File: src/hw/rtl/gld_pkg.sv
// ----------------------------------------------------------------------------
// gld_pkg: shared types and constants of the Golomb gap-list decoder
// Item types of the coded and decoded channels, the arming record passed
// from the register block to the decoder, and the code width helper.
// ----------------------------------------------------------------------------
package gld_pkg;

	// Field and state widths.
	localparam int VALUE_W   = 32;
	localparam int COUNT_W   = 16;
	localparam int M_W       = 16;
	localparam int CW_W      = 5;
	localparam int REM_W     = 16;
	localparam int RB_W      = 4;
	localparam int BYTE_W    = 8;
	localparam int BITCNT_W  = 3;
	localparam int CFG_IDX_W = 2;
	localparam int CFG_DAT_W = 16;

	// Register indexes of the configuration port.
	localparam logic [CFG_IDX_W-1:0] REG_GOLOMB_M      = 2'd0;
	localparam logic [CFG_IDX_W-1:0] REG_VALUE_COUNT   = 2'd1;
	localparam logic [CFG_IDX_W-1:0] REG_POSITION_MODE = 2'd2;

	// One coded item: a byte of the bitstream and its end marker.
	typedef struct packed {
		logic [BYTE_W-1:0] coded_byte;
		logic              final_byte;
	} gld_in_t;

	// One decoded item.
	typedef struct packed {
		logic [VALUE_W-1:0] decoded_value;
		logic               last_value;
		logic               truncated;
	} gld_out_t;

	// Everything the decoder latches when a new list is armed.
	typedef struct packed {
		logic                 arm;
		logic [CFG_DAT_W-1:0] count;
		logic                 pos_mode;
		logic [M_W-1:0]       m;
		logic [CW_W-1:0]      width;
		logic [M_W-1:0]       thresh;
	} gld_arm_t;

	// Smallest b with 2^b >= m, for a nonzero m.
	function automatic logic [CW_W-1:0] code_width_of(input logic [M_W-1:0] m);
		logic [M_W-1:0]  mm;
		logic [CW_W-1:0] w;
		mm = m - M_W'(1);
		w  = '0;
		for (int i = 0; i < M_W; i++) begin
			if (mm[i]) begin
				w = CW_W'(i + 1);
			end
		end
		return w;
	endfunction

endpackage

File: src/hw/rtl/gld_cfg.sv
// ----------------------------------------------------------------------------
// gld_cfg: configuration registers
// Holds the divisor and the position mode. A write of the value count arms a
// new list and hands the derived code width and threshold to the decoder.
// ----------------------------------------------------------------------------
module gld_cfg
	import gld_pkg::*;
(
	input  logic                 clk,
	input  logic                 arst_n,
	input  logic                 busy,
	input  logic                 cfg_valid,
	output logic                 cfg_ready,
	input  logic [CFG_IDX_W-1:0] cfg_index,
	input  logic [CFG_DAT_W-1:0] cfg_data,
	output gld_arm_t             arm
);

	logic                 wr;
	logic [M_W-1:0]       golomb_m_q;
	logic                 pos_mode_q;
	logic [M_W-1:0]       m_eff;
	logic [CW_W-1:0]      width;
	logic [M_W:0]         span;

	// Writes are taken whenever no byte is being decoded.
	assign cfg_ready = !busy;
	assign wr        = cfg_valid && cfg_ready;

	// Register writes; indexes past the list are ignored.
	always_ff @(posedge clk or negedge arst_n) begin
		if (!arst_n) begin
			golomb_m_q <= M_W'(1);
			pos_mode_q <= 1'b0;
		end else if (wr) begin
			case (cfg_index)
				REG_GOLOMB_M:      golomb_m_q <= cfg_data[M_W-1:0];
				REG_POSITION_MODE: pos_mode_q <= cfg_data[0];
				default: ;
			endcase
		end
	end

	// A divisor of zero behaves as one; derive b and t = 2^b - m.
	always_comb begin
		m_eff = (golomb_m_q == '0) ? M_W'(1) : golomb_m_q;
		width = code_width_of(m_eff);
		span  = ((M_W+1)'(1) << width) - {1'b0, m_eff};
	end

	assign arm.arm      = wr && (cfg_index == REG_VALUE_COUNT);
	assign arm.count    = cfg_data;
	assign arm.pos_mode = pos_mode_q;
	assign arm.m        = m_eff;
	assign arm.width    = width;
	assign arm.thresh   = span[M_W-1:0];

endmodule

File: src/hw/rtl/gld_dec.sv
// ----------------------------------------------------------------------------
// gld_dec: bit-serial codeword decoder
// Shifts each accepted byte out MSB first, one bit per cycle unless a value
// waits for the result side, through the unary, remainder body and extra-bit
// phases, and forms one value per codeword with a single running accumulator.
// ----------------------------------------------------------------------------
module gld_dec
	import gld_pkg::*;
(
	input  logic     clk,
	input  logic     arst_n,
	input  gld_arm_t arm,
	input  logic     code_valid,
	output logic     code_stall,
	input  gld_in_t  code_item,
	output logic     busy,
	output logic     res_valid,
	output gld_out_t res_item,
	input  logic     res_ready
);

	typedef enum logic [1:0] {
		PH_UNARY,
		PH_BODY,
		PH_EXTRA
	} phase_t;

	phase_t               phase_q;
	logic                 busy_q;
	logic                 final_q;
	logic [BYTE_W-1:0]    shift_q;
	logic [BITCNT_W-1:0]  bit_cnt_q;
	logic                 list_active_q;
	logic [COUNT_W-1:0]   values_left_q;
	logic [VALUE_W-1:0]   acc_q;
	logic                 over_q;
	logic [M_W-1:0]       m_q;
	logic [CW_W-1:0]      width_q;
	logic [M_W-1:0]       thresh_q;
	logic [REM_W-1:0]     rem_q;
	logic [RB_W-1:0]      rbits_q;
	logic [REM_W-1:0]     d0_q;
	logic [REM_W-1:0]     d1_q;

	logic                 bit_in;
	logic                 last_bit;
	logic                 emit;
	logic                 take_q;
	logic                 to_body;
	logic                 to_extra;
	logic [REM_W-1:0]     rem_new;
	logic [RB_W-1:0]      rbits_new;
	logic [REM_W-1:0]     rem_src;
	logic [REM_W-1:0]     d0;
	logic [REM_W-1:0]     d1;
	logic [VALUE_W-1:0]   addend;
	logic [VALUE_W:0]     sum;
	logic [VALUE_W:0]     sum_inc;
	logic                 sat;
	logic [VALUE_W-1:0]   value;
	logic                 at_max;
	logic                 emit_last;
	logic                 fin;
	logic                 produce;
	logic                 exec;
	logic                 byte_end;
	logic                 done_now;
	logic                 accept;

	assign bit_in   = shift_q[BYTE_W-1];
	assign last_bit = (bit_cnt_q == '1);

	// Next-state decision for the bit at the head of the shift register.
	always_comb begin
		emit      = 1'b0;
		take_q    = 1'b0;
		to_body   = 1'b0;
		to_extra  = 1'b0;
		addend    = '0;
		rem_new   = {rem_q[REM_W-2:0], bit_in};
		rbits_new = rbits_q + RB_W'(1);
		rem_src   = '0;
		unique case (phase_q)
			PH_UNARY: begin
				if (bit_in) begin
					take_q = 1'b1;
					addend = VALUE_W'(m_q);
				end else if (width_q == '0) begin
					emit = 1'b1;
				end else if (width_q == CW_W'(1)) begin
					if (thresh_q == '0) begin
						to_extra = 1'b1;
					end else begin
						emit = 1'b1;
					end
				end else begin
					to_body = 1'b1;
				end
			end
			PH_BODY: begin
				addend  = VALUE_W'(rem_new);
				rem_src = rem_new;
				if ({1'b0, rbits_new} >= (width_q - CW_W'(1))) begin
					if (rem_new >= thresh_q) begin
						to_extra = 1'b1;
					end else begin
						emit = 1'b1;
					end
				end
			end
			PH_EXTRA: begin
				emit   = 1'b1;
				addend = VALUE_W'(bit_in ? d1_q : d0_q);
			end
			default: ;
		endcase
	end

	// Both candidate remainders of the extra bit, ready before that bit arrives.
	assign d0 = {rem_src[REM_W-2:0], 1'b0} - thresh_q;
	assign d1 = {rem_src[REM_W-2:0], 1'b1} - thresh_q;

	// Running value plus quotient plus remainder, saturated at the maximum.
	always_comb begin
		sum     = {1'b0, acc_q} + {1'b0, addend};
		sum_inc = {1'b0, acc_q} + {1'b0, addend} + (VALUE_W+1)'(1);
		sat     = over_q || sum[VALUE_W];
		value   = sat ? '1 : sum[VALUE_W-1:0];
		at_max  = &value;
	end

	// Result production and the end of the current byte.
	always_comb begin
		emit_last  = emit && (values_left_q == COUNT_W'(1));
		fin        = final_q && last_bit && !emit_last;
		produce    = emit || fin;
		exec       = busy_q && list_active_q && (!produce || res_ready);
		byte_end   = last_bit || emit_last;
		done_now   = (exec && byte_end) || (busy_q && !list_active_q);
		code_stall = busy_q && !done_now;
		accept     = code_valid && !code_stall;
	end

	assign busy                   = busy_q;
	assign res_valid              = exec && produce;
	assign res_item.decoded_value = value;
	assign res_item.last_value    = emit_last || fin;
	assign res_item.truncated     = sat || fin;

	// Byte shifter, list state and codeword state.
	always_ff @(posedge clk or negedge arst_n) begin
		if (!arst_n) begin
			busy_q        <= 1'b0;
			final_q       <= 1'b0;
			shift_q       <= '0;
			bit_cnt_q     <= '0;
			phase_q       <= PH_UNARY;
			list_active_q <= 1'b0;
			values_left_q <= '0;
			acc_q         <= '0;
			over_q        <= 1'b0;
			m_q           <= M_W'(1);
			width_q       <= '0;
			thresh_q      <= '0;
			rem_q         <= '0;
			rbits_q       <= '0;
			d0_q          <= '0;
			d1_q          <= '0;
		end else begin
			// Byte intake and bit shifting.
			if (accept) begin
				busy_q    <= 1'b1;
				shift_q   <= code_item.coded_byte;
				final_q   <= code_item.final_byte;
				bit_cnt_q <= '0;
			end else if (done_now) begin
				busy_q <= 1'b0;
			end else if (exec) begin
				shift_q   <= {shift_q[BYTE_W-2:0], 1'b0};
				bit_cnt_q <= bit_cnt_q + BITCNT_W'(1);
			end

			// Arming a list, or one decode step.
			if (arm.arm) begin
				list_active_q <= (arm.count[COUNT_W-1:0] != '0);
				values_left_q <= arm.count[COUNT_W-1:0];
				acc_q         <= arm.pos_mode ? '0 : VALUE_W'(1);
				over_q        <= 1'b0;
				phase_q       <= PH_UNARY;
				m_q           <= arm.m;
				width_q       <= arm.width;
				thresh_q      <= arm.thresh;
				rem_q         <= '0;
				rbits_q       <= '0;
			end else if (exec) begin
				if (fin) begin
					// Data ran out with the list still open: close it.
					list_active_q <= 1'b0;
					values_left_q <= '0;
					phase_q       <= PH_UNARY;
				end else if (emit) begin
					values_left_q <= values_left_q - COUNT_W'(1);
					phase_q       <= PH_UNARY;
					if (emit_last) begin
						list_active_q <= 1'b0;
					end
				end else if (to_body) begin
					phase_q <= PH_BODY;
					rem_q   <= '0;
					rbits_q <= '0;
				end else if (to_extra) begin
					phase_q <= PH_EXTRA;
					rem_q   <= rem_src;
					d0_q    <= d0;
					d1_q    <= d1;
				end else if (phase_q == PH_BODY) begin
					rem_q   <= rem_new;
					rbits_q <= rbits_new;
				end
				// Running value after a finished value or one more quotient step.
				if (emit) begin
					acc_q  <= at_max ? '1 : sum_inc[VALUE_W-1:0];
					over_q <= at_max;
				end else if (take_q) begin
					acc_q  <= value;
					over_q <= sat;
				end
			end
		end
	end

endmodule

File: src/hw/rtl/gld_oreg.sv
// ----------------------------------------------------------------------------
// gld_oreg: output register
// One-entry register between the decoder and the result channel, so the
// decoder keeps going while a finished item waits to be taken.
// ----------------------------------------------------------------------------
module gld_oreg
	import gld_pkg::*;
(
	input  logic     clk,
	input  logic     arst_n,
	input  logic     res_valid,
	input  gld_out_t res_item,
	output logic     res_ready,
	output logic     value_valid,
	input  logic     value_stall,
	output gld_out_t value_item
);

	logic     valid_q;
	gld_out_t item_q;

	// Room for a new item when empty or when the held item leaves now.
	assign res_ready   = !valid_q || !value_stall;
	assign value_valid = valid_q;
	assign value_item  = item_q;

	always_ff @(posedge clk or negedge arst_n) begin
		if (!arst_n) begin
			valid_q <= 1'b0;
			item_q  <= '0;
		end else if (res_ready) begin
			valid_q <= res_valid;
			if (res_valid) begin
				item_q <= res_item;
			end
		end
	end

endmodule

File: src/hw/rtl/golomb_gap_list_decoder_top.sv
// The bits of a taken byte are decoded in order, MSB first, through the byte
// shift register; a value formed from a bit shows on the result port in the
// next cycle, from the output register. The shifter moves one bit per cycle;
// stalls on the result side hold the bit that would emit.
// Bytes arriving with no list armed are dropped.
// Reset (arst_n low) closes any list and sets golomb_m to 1, the rest to 0.
// ----------------------------------------------------------------------------
// golomb_gap_list_decoder_top: Golomb gap-list decoder
// Decodes a Golomb-coded gap list with truncated-binary remainders into
// running document ids or positions, with truncation and saturation flags.
// ----------------------------------------------------------------------------
module golomb_gap_list_decoder_top
	import gld_pkg::*;
(
	input  logic                 clk,
	input  logic                 arst_n,
	input  logic                 code_valid,
	output logic                 code_stall,
	input  gld_in_t              code_item,
	output logic                 value_valid,
	input  logic                 value_stall,
	output gld_out_t             value_item,
	input  logic                 cfg_valid,
	output logic                 cfg_ready,
	input  logic [CFG_IDX_W-1:0] cfg_index,
	input  logic [CFG_DAT_W-1:0] cfg_data
);

	gld_arm_t arm;
	logic     busy;
	logic     res_valid;
	logic     res_ready;
	gld_out_t res_item;

	// Configuration registers and list arming.
	gld_cfg u_cfg (
		.clk       (clk),
		.arst_n    (arst_n),
		.busy      (busy),
		.cfg_valid (cfg_valid),
		.cfg_ready (cfg_ready),
		.cfg_index (cfg_index),
		.cfg_data  (cfg_data),
		.arm       (arm)
	);

	// Bit-serial decoder.
	gld_dec u_dec (
		.clk        (clk),
		.arst_n     (arst_n),
		.arm        (arm),
		.code_valid (code_valid),
		.code_stall (code_stall),
		.code_item  (code_item),
		.busy       (busy),
		.res_valid  (res_valid),
		.res_item   (res_item),
		.res_ready  (res_ready)
	);

	// Result register.
	gld_oreg u_oreg (
		.clk         (clk),
		.arst_n      (arst_n),
		.res_valid   (res_valid),
		.res_item    (res_item),
		.res_ready   (res_ready),
		.value_valid (value_valid),
		.value_stall (value_stall),
		.value_item  (value_item)
	);

endmodule

File: config.mk
export PLATFORM = sky130hd
export DESIGN_NAME = golomb_gap_list_decoder_top
export DESIGN_NICKNAME = d
export VERILOG_FILES = /design/src/hw/rtl/gld_pkg.sv /design/src/hw/rtl/gld_cfg.sv /design/src/hw/rtl/gld_dec.sv /design/src/hw/rtl/gld_oreg.sv /design/src/hw/rtl/golomb_gap_list_decoder_top.sv
export SDC_FILE = /design/constraint.sdc
export NUM_CORES = 1
export LEC_CHECK = 0
export BUFFER_PORTS_ARGS = -buffer_cell sky130_fd_sc_hd__buf_2
export CAP_MARGIN = 15
export CORE_MARGIN = 2
export CORE_UTILIZATION = 47
export DETAILED_ROUTE_END_ITERATION = 10
export GPL_ROUTABILITY_DRIVEN = 0
export GPL_TIMING_DRIVEN = 0
export SLEW_MARGIN = 20
export SYNTH_ARGS = -nofsm -noshare
export SYNTH_HDL_FRONTEND = slang
export SYNTH_SLANG_ARGS = --single-unit
File: constraint.sdc
create_clock -name clk -period 16 [get_ports clk]
set_input_delay 4 -clock clk [delete_from_list [all_inputs] [get_ports clk]]
set_output_delay 4 -clock clk [all_outputs]
set_load 0.05 [all_outputs]
==> results.cfg, run 1 <==
[finish]
drive_gt1_frac = 0.0907
syn_to_final_growth_pct = 12.7
antenna-diode-count = 0
nets = 1966

[cts]
cts_tree = yes
post-cts-setup-buffer-count = 0
cts_made_buffers = 26
cts_root_buf = clkbuf_16
ctsLongestPathBuffers = 3
cts.clk_slew.worst_paths_ns = 0.06
cts_hold_buf = 0
ctsResizeCount = 0
cts_max_level = 1
clk_latency_ns = 0.55
clock_sinks = 205

[timing]
fin_skew_ns = 0.0192
maxSlewViolCount = 0
fin_crit_sh = 0.570
fmax_ghz = 0.110
setup_violations = 0
period_needed_ns = 9.11
tightest_slew_ns = 1.02
slew-limit-headroom = 0.316
fin_setup_tns_ns = 0
finalHoldViolations = 0
hold_ws_ns = 0.478
rsz0062_at_grt = no

[critical_path]
crit_family = compound AO/OA/AOI/OAI gates
crit_arrival_ns = 5.11
path_class = input pin to output port
cp-start-kind = input pin
crit_path_end_kind = output port
worstPathMaxFanout = 4
cp.required_ns = 12.00
slowest_delay_ns = 0.49
crit_chain = buf_2 > nand2_1 > a21oi_1 > o21ai_0 > inv_1 > buf_2
cpMaxStageDelayCell = o21ai_0
cp_common_cell = buf_2
critPathBufInv = 3

[detailed_routing]
ant_nets = 0
vias = 13789
drc = 0
wl_um = 46700
routed_via_density = 6.09
wire_per_inst_um = 20.6
drt_first_pass_iters = 7
initialDrtViolationCount = 955

[logic_synthesis]
syn_avg_cell_area_um2 = 8.17
synth.top_cells.by_area = dfrtp_1, nand2_1, ha_1
ys_ff_latch = 205
async_reset_ff_frac = 1.00
syn_inst = 1756
yosysSeqAreaShare = 0.358
yosys_warnings = 0
synthFlopType = dfrtp_1
syn-cell-area_um2 = 14400
syn-num-nets = 1868
synth_top_area_share = 0.354
synth_cell_types = 84
synth-edff-count = 0
synth_area_leader_cell = dfrtp_1

[grt]
grt_overflow = 0
grt_start_max_net_pins = 89
antenna_found_initial = 1
track_usage = 0.297
first_global_vias = 13224
grt_pass1_wl_um = 73800

[floorplan]
num_rows = 63
die_h_um = 179
coreArea_um2 = 29900
die_w_um = 179
ioPinCount = 69
start_util = 0.480
dieArea_um2 = 31900

[pwr]
p_leak_nw = 7.03
power.density_nw_per_um2 = 208
vdd_ir_drop_max_mv = 0.110

[placed_design]
dp_hpwl_um = 36000
io_buffers = 68

[min_path]
hp-class = flip-flop to flip-flop

[flow_run]
cap_violations = 0

[run_status]
status = finished, final reports clean
==> per-stage QoR <==
| step | std cells | utilization | instance area, um2 | power (mW) | worst slack, ns |
|---|---|---|---|---|---|
| 3_3_place_gp | 2214 | 0.508 | 15200 | 2.68 | 6.91 |
| 3_5_place_dp | 2216 | 0.510 | 15200 | 2.70 | 6.91 |
| 2_1_floorplan | 1756 | - | 14400 | 2.16 | 7.26 |
| 5_1_grt | 2264 | 0.541 | 16200 | 3.60 | 6.80 |
| 6_report | 2264 | 0.541 | 16200 | 3.36 | 6.89 |
| 4_1_cts | 2264 | 0.541 | 16200 | 3.35 | 6.91 |
==> flip-flops by register name, summed over array words and instances (netlist names) <==
register,count
u_oreg.value_valid,1
u_dec.rem_q,15
u_dec.d1_q,16
u_dec.list_active_q,1
u_dec.shift_q,8
u_dec.m_q,16
u_dec.final_q,1
u_dec.phase_q,2
u_dec.values_left_q,16
u_dec.d0_q,16
u_dec.rbits_q,4
u_dec.bit_cnt_q,3
u_oreg.value_item,34
u_cfg.golomb_m_q,16
u_dec.width_q,5
u_dec.thresh_q,16
u_dec.over_q,1
u_cfg.pos_mode_q,1
u_dec.acc_q,32
u_dec.busy,1
==> path summary, 6_finish.rpt <==
| path | slack [ns] | cells after the start | end | startpoint |
|---|---|---|---|---|
| worst min-delay path | 0.48 | 2 | u_oreg.value_item[6] | u_oreg.value_item[6] |
| max in group asynchronous | 11.84 | 2 | u_dec.m_q[0] | arst_n |
| min in group asynchronous | 3.37 | 1 | u_dec.values_left_q[1] | arst_n |
| worst min register to register | 0.48 | 2 | u_oreg.value_item[6] | u_oreg.value_item[6] |
| worst max register to register | 9.11 | 17 | u_dec.acc_q[7] | u_dec.shift_q[7] |
| worst max-delay path | 6.89 | 6 | code_stall | value_stall |
==> power breakdown <==
group	internal, mW	switching [mW]
registers	0.701	0.156
clock network	0.383	0.247
logic	0.615	1.26
==> cell usage after synthesis, types with 9 or more instances <==
cell        n
a31oi_1    38
nand2_1   256
nand2b_1   20
or2_2      12
a21o_1     28
a22oi_1    28
o31ai_1    24
o21a_1     14
nor2b_1    21
xnor2_1    44
nor3_1     44
nor4_1     35
nor2_1    123
o22ai_1    21
nand4_1    19
a21oi_1    92
o211ai_1   11
clkbuf_1   88
mux2i_1    19
and3_1     13
and2_1     26
ha_1       76
a211oi_1   14
or3_1      12
dfrtp_1   203
nand3_1    57
xor2_1     27
mux2_2      9
o21ai_0   179
inv_1      63
==> metal layers <==
metal	up-vias	track usage	part of all wire	wire, um
li1	6591	-	-	-
met1	6602	0.413	0.45	21000
met5	-	0	0.00028	13
met3	111	0.0447	0.064	2970
met2	483	0.470	0.45	20900
met4	2	0.109	0.040	1850
==> layout make-up <==
| cell class | count | area (um2) |
|---|---|---|
| multi-input combinational | 1387 | 8590 |
| clock buffer | 30 | 706 |
| buffer | 101 | 392 |
| inverter | 63 | 236 |
| timing repair buffer | 70 | 405 |
| tap | 390 | 488 |
| fill | 2846 | 13700 |
| clock inverter | 18 | 223 |
| sequential | 205 | 5130 |
==> kinds of logic (layout without fill, tap and decap cells) <==
logic type | count (synthesis) | in the layout | synth area share
AOI/OAI and AO/OA | 534 | 534 | 0.238
xor gates and xnor gates | 72 | 72 | 0.0445
adders and majority gates | 80 | 80 | 0.0718
buffers and inverters | 164 | 282 | 0.0438
DFF | 205 | 205 | 0.358
muxes | 28 | 28 | 0.0203
and+or+nand+nor | 673 | 673 | 0.224
==> cell usage in the layout, fill, tap and decap left out, types with 20 or more instances in the layout <==
cell type and count:
inv_1 63, nand3_1 57, nor2_1 123, dfrtp_1 203, xnor2_1 44, a21oi_1 92
nor4_1 35, a22oi_1 28, nor2b_1 21, a21o_1 28, and2_1 26, nor3_1 44
clkbuf_1 88, o31ai_1 24, clkbuf_16 26, a31oi_1 38, buf_2 71, o22ai_1 21
ha_1 76, nand2b_1 20, xor2_1 27, nand2_1 256, o21ai_0 179
==> worst reg2reg max path: stages, from the launching register on <==
cell and delay [ns]:
dfrtp_1 0.41, buf_1 0.61, inv_1 0.29, nor2_1 0.35, clkbuf_1 0.36, a22oi_1 0.22, o22ai_1 0.27, ha_1 0.33
a211oi_1 0.68, a21oi_1 0.21, a2111oi_0 0.39, o22ai_1 0.27, nor3_1 0.61, nand4_1 0.31, o21ai_1 0.72, buf_2 0.38
o311ai_0 0.25, nand2_1 0.15
Note: power is estimated with default switching activity, not from simulation.
==> run 2, diff against run 1 <==
--- a/config.mk
+++ b/config.mk
@@ -12,6 +12,7 @@
 export DETAILED_ROUTE_END_ITERATION = 10
 export GPL_ROUTABILITY_DRIVEN = 0
 export GPL_TIMING_DRIVEN = 0
+export PLACE_DENSITY = 0.66
 export SLEW_MARGIN = 20
 export SYNTH_ARGS = -nofsm -noshare
 export SYNTH_HDL_FRONTEND = slang
==> constraint.sdc (replaced) <==
create_clock -name clk -period 8.13 [get_ports clk]
set_input_delay 2.0325 -clock clk [delete_from_list [all_inputs] [get_ports clk]]
set_output_delay 2.0325 -clock clk [all_outputs]
set_load 0.05 [all_outputs]
==> results.cfg, run 2 (same netlist as run 1, synthesis figures left out) <==
[floorplan]
die_w_um = 179
ioPinCount = 69
num_rows = 63
start_util = 0.480
dieArea_um2 = 31900
coreArea_um2 = 29900
die_h_um = 179

[min_path]
whs_path_depth = 2
min_from = u_oreg.value_item[16]
hp-class = flip-flop to flip-flop
holdPathEnd = u_oreg.value_item[16]

[placed_design]
dp_hpwl_um = 34900
io_buffers = 68
placed_area_um2 = 15200
dp_slack_ns = 1.43

[grt]
grt_pass1_wl_um = 72900
grt_overflow = 0
antenna_found_initial = 0
busiest_layer = met2
use_met3 = 0.0520
grt_start_max_net_pins = 93
use_met1 = 0.395
use_met2 = 0.467
first_global_vias = 13312
track_usage = 0.290

[detailed_routing]
drt_first_pass_iters = 8
vias = 13932
routed_via_density = 6.16
wl_um = 45800
ant_nets = 0
drc = 0
initialDrtViolationCount = 1214
wire_per_inst_um = 20.3

[finish]
mostFrequentLayoutCell = nand2_1
antenna-diode-count = 0
nets = 1965
layout_common_cells = nand2_1, dfrtp_1, o21ai_0
drive_gt1_frac = 0.0840
fin_util = 0.538
syn_to_final_growth_pct = 12.1
largest_register_ffs = 34
final_area_um2 = 16100

[critical_path]
worstPathMaxFanout = 10
reg2reg_depth = 17
reg2reg_from = u_dec.shift_q[7]
r2r_end = u_dec.acc_q[19]
path_class = flip-flop to flip-flop
cp-startpoint = u_dec.shift_q[7]
crit_path_end_kind = flip-flop
crit_arrival_ns = 7.28
cp-start-kind = flip-flop
reg2reg_slack_ns = 1.27
cp.required_ns = 8.55

[pwr]
total_power_mw = 6.52
p_leak_nw = 6.99
power.density_nw_per_um2 = 405
vdd_ir_drop_max_mv = 0.211

[cts]
cts_max_level = 1
cts_tree = yes
ctsLongestPathBuffers = 3
post-cts-setup-buffer-count = 0
clock_sinks = 205
clk_latency_ns = 0.53
cts.clk_slew.worst_paths_ns = 0.06
cts_made_buffers = 25
cts_hold_buf = 0
cts_root_buf = clkbuf_16
ctsResizeCount = 0

[timing]
slew-limit-headroom = 0.298
fin_setup_tns_ns = 0
maxSlewViolCount = 0
rsz0062_at_grt = no
finalHoldViolations = 0
period_needed_ns = 6.86
tightest_slew_ns = 1.05
setup_violations = 0
finalWorstSetupSlack_ns = 1.27
fmax_ghz = 0.146
fin_crit_sh = 0.844
fin_skew_ns = 0.0173

[run_status]
status = finished, final reports clean

[flow_run]
cap_violations = 0
run 2: how the worst max path moves through the flow:
stage | endpoint | cells after the start | slack [ns]
2_1_floorplan | u_dec.thresh_q[12] | 26 | 2.47
3_3_place_gp | u_dec.d0_q[5] | 1 | 1.45
3_5_place_dp | u_dec.acc_q[19] | 17 | 1.43
4_1_cts | u_dec.acc_q[19] | 17 | 1.38
5_1_grt | u_dec.thresh_q[12] | 26 | 0.61
6_report | u_dec.acc_q[19] | 17 | 1.27
run 2: critical path, stage by stage (launching register included):
cell	delay [ns]
dfrtp_1	0.41
buf_1	0.63
inv_1	0.27
nor2_1	0.33
clkbuf_1	0.36
a22oi_1	0.22
o22ai_1	0.28
ha_1	0.34
a211oi_1	0.72
a21oi_1	0.21
a2111oi_0	0.39
o22ai_1	0.28
nor3_1	0.60
nand4_1	0.27
clkbuf_1	0.35
o31ai_1	0.48
nor2_1	0.29
a211oi_1	0.29
run 2: area by class of cell:
type                       instances  area (um2)
clock buffer                      37         701
tap                              390         488
timing repair buffer              70         405
fill                            2874       13800
multi-input combinational       1387        8590
sequential                       205        5130
inverter                          63         236
buffer                           101         392
clock inverter                     7         139
run 2: where the power goes:
part / switching (mW) / internal [mW]
sequential: 0.298 / 1.38
combinational: 2.46 / 1.21
clock: 0.450 / 0.720
total: 3.21 / 3.31
run 2: metrics by stage:
stage	hold WS, ns	instances
floorplan	0.437	1756
global placement	0.448	2214
detailed placement	0.460	2216
CTS	0.473	2260
global route	0.497	2260
finish	0.472	2260
run 2: routing by layer:
layer | up-vias | wire, um
met1 | 6703 | 19700
met2 | 555 | 21000
met3 | 96 | 3520
li1 | 6578 | -
met4 | 0 | 1550
met5 | - | 0
